[src/hdl/timestamp_delay_mirror_buffer_macros.svh]
// Assertion macros for the delay mirror buffer.
`ifndef TIMESTAMP_DELAY_MIRROR_BUFFER_MACROS_SVH
`define TIMESTAMP_DELAY_MIRROR_BUFFER_MACROS_SVH

`ifndef ASSERT_OFF
`define TDMB_ASSERT(lbl, clk, rst, prop, msg) \
  lbl: assert property (@(posedge clk) disable iff (rst) prop) else $error(msg);
`define TDMB_ASSERT_ALWAYS(lbl, clk, prop, msg) \
  lbl: assert property (@(posedge clk) prop) else $error(msg);
`else
`define TDMB_ASSERT(lbl, clk, rst, prop, msg)
`define TDMB_ASSERT_ALWAYS(lbl, clk, prop, msg)
`endif

`endif

[src/hdl/tdmb_pkg.sv]
package tdmb_pkg;

  localparam int BUFFER_DEPTH = 512;
  localparam int ADDR_W       = $clog2(BUFFER_DEPTH);
  localparam int SLOT_W       = 9;
  localparam int TS_W         = 32;
  localparam int QUAT_W       = 64;
  localparam int ROW_W        = 4 * QUAT_W;
  localparam int DELAY_W      = 16;
  localparam int MODE_W       = 2;
  localparam int ARM_W        = 2;
  localparam int CFG_IDX_W    = 4;
  localparam int CFG_DATA_W   = 16;

  localparam logic [DELAY_W-1:0] DELAY_RESET = 16'd1000;

  localparam logic [MODE_W-1:0] MODE_L2R  = 2'd0;
  localparam logic [MODE_W-1:0] MODE_R2L  = 2'd1;
  localparam logic [MODE_W-1:0] MODE_NONE = 2'd2;

  localparam logic [ARM_W-1:0] ARM_RIGHT = 2'd0;
  localparam logic [ARM_W-1:0] ARM_LEFT  = 2'd1;
  localparam logic [ARM_W-1:0] ARM_NONE  = 2'd2;

  localparam logic [CFG_IDX_W-1:0] REG_DELAY = 4'd0;
  localparam logic [CFG_IDX_W-1:0] REG_MODE  = 4'd1;

  typedef struct packed {
    logic              clear;
    logic              valid;
    logic [ADDR_W-1:0] index;
  } scan_ctl_t;

endpackage

[src/hdl/tdmb_scan.sv]
module tdmb_scan import tdmb_pkg::*; (
  input  logic              clk,
  input  logic              rst,
  input  scan_ctl_t         ctl,
  input  logic [TS_W-1:0]   time_data,
  input  logic [TS_W-1:0]   target,
  output logic [ADDR_W-1:0] best_idx
);

  logic            have;
  logic [TS_W-1:0] best_dist;
  logic [TS_W-1:0] delta;

  assign delta = (time_data > target) ? (time_data - target) : (target - time_data);

  always_ff @(posedge clk) begin
    if (rst) begin
      have <= 1'b0;
    end else if (ctl.clear) begin
      have <= 1'b0;
    end else if (ctl.valid) begin
      have <= 1'b1;
    end
  end

  // ascending sweep, <= keeps the highest slot on a tie
  always_ff @(posedge clk) begin
    if (!ctl.clear && ctl.valid && (!have || delta <= best_dist)) begin
      best_dist <= delta;
      best_idx  <= ctl.index;
    end
  end

endmodule

[config.mk]
export PLATFORM = sky130hd
export DESIGN_NAME = tdmb_scan
export DESIGN_NICKNAME = d
export VERILOG_FILES = /design/src/hdl/timestamp_delay_mirror_buffer_macros.svh /design/src/hdl/tdmb_pkg.sv /design/src/hdl/tdmb_scan.sv
export SDC_FILE = /design/constraint.sdc
export NUM_CORES = 1
export LEC_CHECK = 0
export ABC_AREA = 1
export BUFFER_PORTS_ARGS = -buffer_cell sky130_fd_sc_hd__buf_4
export CORE_MARGIN = 2
export CORE_UTILIZATION = 66
export DETAILED_ROUTE_END_ITERATION = 7
export PLACE_DENSITY_LB_ADDON = 0.1
export SLEW_MARGIN = 20
export SYNTH_ARGS = -nofsm -noshare
export SYNTH_HDL_FRONTEND = slang
export SYNTH_SLANG_ARGS = --single-unit
[constraint.sdc]
create_clock -name clk -period 20.6 [get_ports clk]
set_clock_uncertainty 0.15 [all_clocks]
set_input_delay 6.18 -clock clk [delete_from_list [all_inputs] [get_ports clk]]
set_output_delay 6.18 -clock clk [all_outputs]
set_load 0.01 [all_outputs]
==> reports/metrics.csv <==
stage,metric,value,unit
setup_path,worstPathArrival,10.30,ns
drt,ant_nets,0,
setup_path,end_kind,flip-flop,
clocking,worstSkewPairLatency,0.30,ns
setup_path,worst-r2r-setup-slack,17.75,ns
power_and_ir_drop,p_per_area,50.16,nW/um2
cells_and_area,fillers,975,
setup_path,cp-start-kind,primary input,
flow_run,drv_cap,0,
worst_hold_path,hold_path_class,flip-flop to flip-flop,
yosys,synth_cell_type_count,35,
cells_and_area,n_antenna_cell,0,
clocking,htree_num_levels,2,
clocking,cts_buffer_depth,2,
power_and_ir_drop,leakagePower,0.004893,uW
cells_and_area,drive_gt1_share,11.20,%
clocking,cts_tree,yes,
timing,setup_viol,0,
status,status,finished clean,
cells_and_area,fin_nets,1476,
setup_path,cpPeakStageDelay,0.47,ns
setup_path,critPathKind,primary input to flip-flop,
cells_and_area,finalNonFillerCells,1443,
die,die-area,11800,um2
drt,first_pass_iters,5,
clocking,post_cts.repair.setup_buffers,0,
yosys,seq_area_frac_synth,17.33,%
setup_path,path_max_fanout,52,
setup_path,r2r_cells,9,
clocking,cts-root-buf,clkbuf_8,
setup_path,endpoint,best_dist[2],
timing,grt_setup_unrepaired,no,
setup_path,r2r-end,best_dist[2],
drt,avgRoutedWirePerCell,13.32,um
timing,max_freq,0.09516,GHz
clocking,path_clk_slew,0.07,ns
global_routing,grt_antenna_before_repair,0,
die,std_cell_rows,38,
cells_and_area,layout_common_cells,"nand2_1, inv_1, ha_1, buf_4, nand3_1",
yosys,ys_ff_latch,42,
die,start_util,67.21,%
setup_path,r2r_start,best_dist[31],
yosys,avgSynthCellArea,5.881,um2
setup_path,cp.required,20.39,ns
yosys,yosysWarnings,0,
cells_and_area,syn_to_final_growth,10.81,%
global_routing,gr-total-overflow,0,
drt,vias,7464,
clocking,clock_sinks,42,
yosys,synth_area_leaders,"nand2_1, edfxtp_1, ha_1",
setup_path,path_cells,"buf_4, inv_1, ha_1, inv_1, fa_1, nand3_1, nand3_1, nand2_1, nand2_2, nand2_1, nand2_2, nand2_2, nand2_2, nand2_4, nand3_1, nand2_1, ha_1, nand2_1, nor2_1, nand2_1, nor4_1, a21boi_0, a21oi_4, buf_4",
drt,routed_wl,19230,um
die,ios,86,
global_routing,grt_max_degree,53,
die,die_x,108.6,um
global_routing,grt_first_pass_wirelength,31330,um
global_routing,grt_pass1_vias,6883,
drt,drc,0,
yosys,synth_top_area_share,24.12,%
clocking,cts_resized,0,
timing,tns,0,ns
setup_path,slowest_stage,buf_4,
timing,layout_min_cycle_time,10.51,ns
yosys,syn_inst,1228,
power_and_ir_drop,totalPowerFinal,401.4,uW
setup_path,worstSetupStartpoint,time_data[0],
cells_and_area,final_common_cell,nand2_1,
timing,drv_slew,0,
yosys,netlist_area,7222,um2
drt,drt_iter0_markers,658,
global_routing,gr-usage-all-layers,33.85,%
drt,via_per_inst,5.173,
setup_path,crit_top_cell,nand2_1,
place,gp_congestion,1.019,
timing,relSlewSlack,61.00,%
place,place_hpwl,16280,um
yosys,synth.net_count,1402,
place,port_buffers,85,
timing,finalHoldViolCount,0,
yosys,yosys.area.top_type,nand2_1,
timing,worst_slew_pin_slew,0.5845,ns
place,dp_cells,1435,
die,core,10750,um2
power_and_ir_drop,max-vdd-ir-drop,0.00006052,V
clocking,hold_buffers,0,
timing,min_period_over_period,51.01,%
clocking,cts_made_buffers,5,
die,die_h,108.6,um
==> cells in the mapped netlist (all sizes together) <==
cell type,instances
ha,95
and2,1
nor4,2
nand3,85
inv,293
nor2,76
o21ai,22
xnor2,14
nand4,14
a21o,2
edfxtp,41
a21oi,50
o21bai,1
buf,19
fa,2
and3,1
nand2,484
xor2,15
a21boi,1
o21a,3
dfxtp,1
nor3,5
nand3b,1
==> power by group <==
group / internal (uW) / total (uW) / switching, uW
clock network: 35.7 / 64.6 / 28.9
registers: 106 / 108 / 1.92
logic: 81.5 / 229 / 148
==> worst max-delay path: cells and delay by family <==
kind / cells / cell delay, ns
buf+inv: 4 / 0.71
simple gates: 15 / 2.13
compound gates: 2 / 0.51
fa+ha+maj: 3 / 0.75
==> stage by stage <==
stage                     hold slack [ns]  util, %  setup slack (ns)  area (um2)
after floorplan                    0.3129        -             9.312        7222
after global placement             0.3320    73.46             10.14        7894
after detailed placement           0.3836    73.46             9.944        7894
after CTS                          0.3972    74.48             10.11        8003
after global routing               0.5194    74.48             9.739        8003
final                              0.4082    74.48             10.09        8003
==> flip-flops by register name, summed over array words and instances (netlist names) <==
name       count
best_dist     32
best_idx       9
have           1
==> layer usage <==
layer | wire (um) | global-route usage, % | part of all wire, %
met1 | 8497 | 45.77 | 44
met3 | 1816 | 5.485 | 9.4
met5 | 0 | 0 | 0
met2 | 8467 | 55.27 | 44
met4 | 446 | 10.53 | 2.3
==> cells by family after synthesis <==
group,after synthesis,synth area share [%]
and+or+nand+nor,669,38.72
buffers and inverters,312,17.45
adders and majority gates,97,17.01
AOI/OAI and AO/OA,79,5.977
DFF,42,17.33
xor gates and xnor gates,29,3.517
==> worst min-delay path by stage <==
stage / from / endpoint / cells past startpoint
global route: have / have / 2
detailed placement: have / have / 2
finish: have / have / 2
floorplan: have / have / 2
CTS: have / have / 2
global placement: have / have / 2
==> area by class of cell <==
cell class	count	area, um2	share of cell area (%)
multi-input combinational	874	4722	59.01
sequential	42	1251	15.63
inverter	293	1100	13.74
timing repair buffer	86	645.6	8.068
tap	140	175.2	2.189
clock buffer	5	68.82	0.8599
clock inverter	3	40.04	0.5003
Note: power is estimated with default switching activity, not from simulation.
