<file path="src/hdl/timestamp_delay_mirror_buffer_macros.svh">
// Assertion macros for the delay mirror buffer.
`ifndef TIMESTAMP_DELAY_MIRROR_BUFFER_MACROS_SVH
`define TIMESTAMP_DELAY_MIRROR_BUFFER_MACROS_SVH

`ifndef ASSERT_OFF
`define TDMB_ASSERT(lbl, clk, rst, prop, msg) \
  lbl: assert property (@(posedge clk) disable iff (rst) prop) else $error(msg);
`define TDMB_ASSERT_ALWAYS(lbl, clk, prop, msg) \
  lbl: assert property (@(posedge clk) prop) else $error(msg);
`else
`define TDMB_ASSERT(lbl, clk, rst, prop, msg)
`define TDMB_ASSERT_ALWAYS(lbl, clk, prop, msg)
`endif

`endif

</file>
<file path="src/hdl/tdmb_pkg.sv">
package tdmb_pkg;

  localparam int BUFFER_DEPTH = 512;
  localparam int ADDR_W       = $clog2(BUFFER_DEPTH);
  localparam int SLOT_W       = 9;
  localparam int TS_W         = 32;
  localparam int QUAT_W       = 64;
  localparam int ROW_W        = 4 * QUAT_W;
  localparam int DELAY_W      = 16;
  localparam int MODE_W       = 2;
  localparam int ARM_W        = 2;
  localparam int CFG_IDX_W    = 4;
  localparam int CFG_DATA_W   = 16;

  localparam logic [DELAY_W-1:0] DELAY_RESET = 16'd1000;

  localparam logic [MODE_W-1:0] MODE_L2R  = 2'd0;
  localparam logic [MODE_W-1:0] MODE_R2L  = 2'd1;
  localparam logic [MODE_W-1:0] MODE_NONE = 2'd2;

  localparam logic [ARM_W-1:0] ARM_RIGHT = 2'd0;
  localparam logic [ARM_W-1:0] ARM_LEFT  = 2'd1;
  localparam logic [ARM_W-1:0] ARM_NONE  = 2'd2;

  localparam logic [CFG_IDX_W-1:0] REG_DELAY = 4'd0;
  localparam logic [CFG_IDX_W-1:0] REG_MODE  = 4'd1;

  typedef struct packed {
    logic              clear;
    logic              valid;
    logic [ADDR_W-1:0] index;
  } scan_ctl_t;

endpackage

</file>
<file path="src/hdl/tdmb_mirror.sv">
module tdmb_mirror import tdmb_pkg::*; (
  input  logic [MODE_W-1:0] mode,
  input  logic [ROW_W-1:0]  row,
  output logic [ARM_W-1:0]  arm,
  output logic [QUAT_W-1:0] q2,
  output logic [QUAT_W-1:0] q3
);

  function automatic logic [15:0] neg_comp(input logic [15:0] v);
    if (v == 16'h8000) begin
      return 16'h7FFF;
    end
    return 16'(~v + 16'd1);
  endfunction

  function automatic logic [QUAT_W-1:0] mirror_quat(input logic [QUAT_W-1:0] q);
    return {q[63:32], neg_comp(q[31:16]), neg_comp(q[15:0])};
  endfunction

  // row: left j2, left j3, right j2, right j3 from the top down
  always_comb begin
    unique case (mode)
      MODE_L2R: begin
        arm = ARM_RIGHT;
        q2  = mirror_quat(row[ROW_W-1 -: QUAT_W]);
        q3  = mirror_quat(row[ROW_W-QUAT_W-1 -: QUAT_W]);
      end
      MODE_R2L: begin
        arm = ARM_LEFT;
        q2  = mirror_quat(row[2*QUAT_W-1 -: QUAT_W]);
        q3  = mirror_quat(row[QUAT_W-1:0]);
      end
      default: begin
        arm = ARM_NONE;
        q2  = '0;
        q3  = '0;
      end
    endcase
  end

endmodule

</file>
<file path="config.mk">
export PLATFORM = sky130hd
export DESIGN_NAME = tdmb_mirror
export DESIGN_NICKNAME = d
export VERILOG_FILES = /design/src/hdl/timestamp_delay_mirror_buffer_macros.svh /design/src/hdl/tdmb_pkg.sv /design/src/hdl/tdmb_mirror.sv
export SDC_FILE = /design/constraint.sdc
export NUM_CORES = 1
export LEC_CHECK = 0
export ABC_AREA = 1
export BUFFER_PORTS_ARGS = -buffer_cell sky130_fd_sc_hd__buf_2
export CORE_AREA = 4 4 147 149
export DETAILED_ROUTE_END_ITERATION = 12
export DIE_AREA = 0 0 151 153
export PLACE_DENSITY_LB_ADDON = 0.1
export RECOVER_POWER = 50
export SYNTH_ARGS = -nofsm -noshare
export SYNTH_HDL_FRONTEND = slang
export SYNTH_SLANG_ARGS = --single-unit
export TNS_END_PERCENT = 1
</file>
<file path="constraint.sdc">
create_clock -name vclk -period 1.4
set_clock_uncertainty 0.05 [all_clocks]
set_input_delay 0.21 -clock vclk [all_inputs]
set_output_delay 0.21 -clock vclk [all_outputs]
set_load 0.05 [all_outputs]
</file>
==> metrics.csv, run 1 <==
metric,value,unit
firstDrtPassIters,5,
drt-wirelength-per-cell,16.1,µm
grt_pass1_vias,8675,
antenna_left,0,
finalWirelength,31300,µm
viasPerCell,4.63,
fmax,595,MHz
cts_hold_buf,0,
whs,0.711,ns
fin_util,59.3,%
grt_usage,23.8,%
swShare,55.5,%
seq_cell_count,0,
nClkBuffers,0,
rsz0062_at_grt,true,
ys_warn_count,0,
slew_headroom,60.5,%
fin_crit,1.68,ns
avgSynthCellArea,4.88,µm²
start_kind,input pin,
worst-setup-path-type,input pin to output port,
drtIter0Drc,264,
dpl-instance-area,0.00988,mm²
fin_area,0.0120,mm²
pwr-share-clk,0,%
cp-startpoint,row[6],
setup_ws,-0.281,ns
synth_nets,1303,
regArea,0,µm²
ios,388,
slew_violations,0,
p_leak,6.11,nW
ys_top_cells_by_area,"nand2_1 (27%), nand3_1 (14%), a22o_1 (11%)",
grt.overflow.total,0,
place_congestion,0.910,
critPathCaptureType,output port,
num_vias,9020,
worst_slew_pin_slew,0.595,ns
drive_above_1_share,58.4,%
combPwrFrac,100.0,%
io_buffers,388,
yosysSeqAreaShare,0,%
switching_power,2.37,mW
pwr-share-seq,0,%
nets,1940,
die_x,151,µm
hp-class,input pin to output port,
row_count,52,
grt_pass1_wl,44500,µm
hpwl,25900,µm
syn_inst,1037,
endpoint,q3[0],
area_delta_synth_final,137,%
die_area,0.0231,mm²
drc,0,
die_h,153,µm
synth.top_cell.area_share,27.3,%
internal_power,1.91,mW
ir_drop,0.224,mV
yosysTopAreaCell,nand2_1,
placedCellCount,1926,
period_share,120,%
setup_viol,126,
cp_data_required_time,1.14,ns
power.total,4.28,mW
grt_max_degree,50,
core,0.0202,mm²
hold_violations,0,
arrival,1.42,ns
stdcell_count,1947,
synth_cell_type_count,28,
antenna_found_initial,12,
status,"complete, but fails checks",
violations,negative setup slack,
netlist_area,0.00506,mm²
worstPathMaxFanout,5,
drv_cap,0,
power_density,357,mW/mm²
start_util,25.1,%
[cell families after synthesis]
kind of cell	after synthesis	synth area share (%)
AND/OR/NAND/NOR	715	61.9
buffers and inverters	149	12.0
AO/OA/AOI/OAI	134	18.7
XOR/XNOR	31	5.37
adder cells (fa/ha/maj)	8	1.98
[area by class of cell]
type / instances / area (µm²)
repair buffers: 661 / 5490
diodes: 5 / 12.5
multi-input cells: 893 / 5650
fillers: 1895 / 8200
well taps: 270 / 338
inverters: 118 / 478
[Yosys cell counts, types with 4 or more instances]
master	count
nand4_1	5
nand3_4	4
nor2_1	146
ha_1	8
nand2_2	10
inv_1	114
a21oi_1	5
nand3_2	4
nor2_2	20
o21ai_0	47
buf_2	27
xor2_1	22
nand2_1	368
xnor2_1	9
a22o_1	64
o21bai_1	14
nor2_4	11
nand3_1	139
[placed cells by master (no fill, tap or decap), types with 14 or more instances in the layout]
cell type	Yosys	routed
a22o_1	64	51
buf_12	0	28
buf_2	27	242
buf_4	0	237
buf_6	2	99
buf_8	0	53
inv_1	114	94
nand2_1	368	259
nand2_2	10	97
nand2_4	0	22
nand3_1	139	119
nand3_2	4	23
nor2_1	146	74
nor2_2	20	54
nor2_4	11	51
o21ai_0	47	15
o21ai_1	3	22
o21bai_1	14	14
xor2_1	22	22
[worst min path at each step]
stage | startpoint | endpoint | slack, ns | cells past startpoint
6_report | row[55] | q3[55] | 0.71 | 3
2_1_floorplan | row[80] | q2[16] | 0.64 | 2
4_1_cts | row[55] | q3[55] | 0.71 | 3
5_1_grt | row[55] | q3[55] | 0.72 | 3
3_5_place_dp | mode[1] | arm[1] | 0.72 | 2
3_3_place_gp | mode[1] | arm[1] | 0.72 | 2
[worst max-delay path: stages]
cell and delay, ns:
buf_2 0.13, nor2_2 0.13, nand2_1 0.11, nor2_4 0.23, nand3_4 0.17, inv_4 0.11, o21ai_1 0.09, nand2_2 0.10
buf_8 0.14
[through the flow]
step,TNS [ns],worst slack (ns)
after floorplan,-3.26,-0.0766
after CTS,-20.32,-0.280
final,-18.22,-0.281
after global placement,-33.88,-0.427
after global routing,-25.42,-0.374
after detailed placement,-34.26,-0.424
[metal layers]
metal,global-route usage (%),part of all wire (%),up-vias
li1,-,-,4651
met1,27.3,38,4032
met2,45.2,53,287
met3,3.88,6.4,42
met4,5.74,2.5,8
met5,0,0.17,-
[timing repair]
item | in CTS | in global routing
setup endpoints to repair | 129 | 129
gates cloned | 1 | 5
pin swaps | 43 | 85
setup buffers | 4 | 8
gates resized for setup | 362 | 228
[power groups by stage]
stage	registers [mW]	logic, mW	clock network, mW
after CTS	0	4.00	0
after global routing	0	4.53	0.000000478
after global placement	0	3.49	0
final	0	4.28	0.000000480
after detailed placement	0	3.50	0
after floorplan	0	1.86	0
(Power assumes the default switching activity.)
==> run 2: changes to the inputs <==
Settings changed: CELL_PAD_IN_SITES_DETAIL_PLACEMENT set to 1, CELL_PAD_IN_SITES_GLOBAL_PLACEMENT set to 2, CORE_AREA 4 4 147 149 to unset, CORE_MARGIN set to 4, CORE_UTILIZATION set to 17, DIE_AREA 0 0 151 153 to unset, GPL_ROUTABILITY_DRIVEN set to 1.
==> metrics.csv, run 2 (synthesis gave the netlist of run 1 again) <==
metric,value,unit,change
drv_cap,0,,unchanged
ir_drop,0.238,mV,+6.1%
nets,1956,,+0.82%
fin_area,0.0124,mm²,+3.7%
hold_violations,0,,unchanged
worst-setup-path-type,input pin to output port,,
slew_violations,0,,unchanged
viasPerCell,4.43,,-4.3%
switching_power,2.42,mW,+2.1%
ios,388,,unchanged
pwr-share-seq,0,%,unchanged
layout_common_cells,"buf_4 (252), nand2_1 (243), buf_2 (236), buf_6 (112)",,
use_met1,25.2,%,-2.1 points
hpwl,27600,µm,+6.5%
combPwrFrac,100.0,%,about the same
grt_pass1_vias,9527,,+9.8%
status,"complete, but fails checks",,
violations,negative setup slack,,
row_count,62,,+19%
critPathCaptureType,output port,,
io_buffers,388,,unchanged
antenna_found_initial,10,,-2
use_met2,32.0,%,-13 points
core,0.0290,mm²,+44%
drt-wirelength-per-cell,16.1,µm,+0.11%
internal_power,1.89,mW,-0.66%
grt_usage,18.5,%,-5.3 points
firstDrtPassIters,4,,-1
use_met3,3.39,%,-0.49 points
fin_crit,1.70,ns,+0.0165 ns
die_h,181,µm,+18%
pwr-share-clk,0,%,unchanged
hp-class,input pin to output port,,
area_delta_synth_final,145,%,
antenna_left,0,,unchanged
drtIter0Drc,248,,-6.1%
die_area,0.0326,mm²,+41%
grt_busiest_layer,met2,,
min_path_cells,3,,unchanged
regArea,0,µm²,unchanged
grt_max_degree,37,,-26%
start_util,17.4,%,-7.6 points
drive_above_1_share,61.2,%,+2.8 points
worst_slew_pin_slew,0.617,ns,+0.0221 ns
period_share,121,%,+1.2 points
num_vias,9191,,+1.9%
nClkBuffers,0,,unchanged
grt_pass1_wl,50800,µm,+14%
power_density,348,mW/mm²,-2.7%
drc,0,,unchanged
placedCellCount,2036,,+5.7%
start_kind,input pin,,
final_common_cell,buf_4,,
seq_cell_count,0,,unchanged
power.total,4.32,mW,+0.89%
finalWirelength,33300,µm,+6.6%
pre_cts_slack,-0.552,ns,-0.128 ns
cp_data_required_time,1.14,ns,about the same
stdcell_count,2074,,+6.5%
dpl-instance-area,0.00986,mm²,-0.13%
arrival,1.44,ns,+0.02 ns
setup_ws,-0.297,ns,-0.0165 ns
rsz0062_at_grt,true,,
grt.overflow.total,0,,unchanged
worstPathMaxFanout,3,,-2
setup_viol,119,,-5.6%
p_leak,6.18,nW,+1.1%
fin_util,42.8,%,-17 points
die_x,181,µm,+20%
fmax,589,MHz,-0.97%
swShare,56.2,%,+0.69 points
slew_headroom,59.0,%,-1.5 points
place_congestion,0.901,,-0.96%
run 2: changes by cell type in the layout (fill, tap and decap cells not counted), moves of 8 or more:
cell / change
nand2_1: -16
buf_6: +13
nand3_2: +8
buf_12: -8
a22o_1: +9
nand2_2: +12
nand3_1: -10
buf_4: +15
nor2_4: +22
a22o_4: -9
nor2_1: -21
run 2: per-layer routing:
layer	wire length (µm)	vias up
met5	83	-
met4	257	16
met3	1910	32
met2	16300	199
met1	14800	4263
li1	-	4681
run 2: timing repair:
| action | CTS | global route |
|---|---|---|
| hold buffers | 0 | 0 |
| pin swaps | 49 | 99 |
| resized for setup | 440 | 258 |
| endpoints found under the setup margin | 128 | 128 |
| gates cloned | 6 | 2 |
| setup buffers | 10 | 18 |
run 2: final timing paths:
path,start,end,slack [ns]
setup / recovery,row[18],q3[19],-0.30
hold / removal,row[98],q2[34],0.72
run 2: power by group through the flow:
stage,clock [mW],sequential [mW],combinational (mW)
floorplan,0,0,1.86
global placement,0,0,3.44
detailed placement,0,0,3.46
CTS,0,0,4.04
global route,0.0000000955,0,4.59
finish,0.000000191,0,4.32
run 2: metrics by stage:
step | hold slack (ns) | setup TNS, ns
floorplan | 0.638 | -3.26
global placement | 0.769 | -35.59
detailed placement | 0.781 | -36.59
CTS | 0.730 | -19.65
global route | 0.737 | -25.09
finish | 0.718 | -17.82
run 2: layout make-up:
type	count	area, µm²
multi-input cells	896	5910
inverters	118	489
diodes	2	5.00
repair buffers	674	5530
fillers	3810	16600
well taps	384	480
run 2: critical path: stages:
cell and delay, ns:
buf_2 0.12, nor2_1 0.18, nand2_2 0.17, buf_4 0.19, xor2_1 0.14, o21ai_1 0.17
nand2_2 0.10, buf_8 0.15
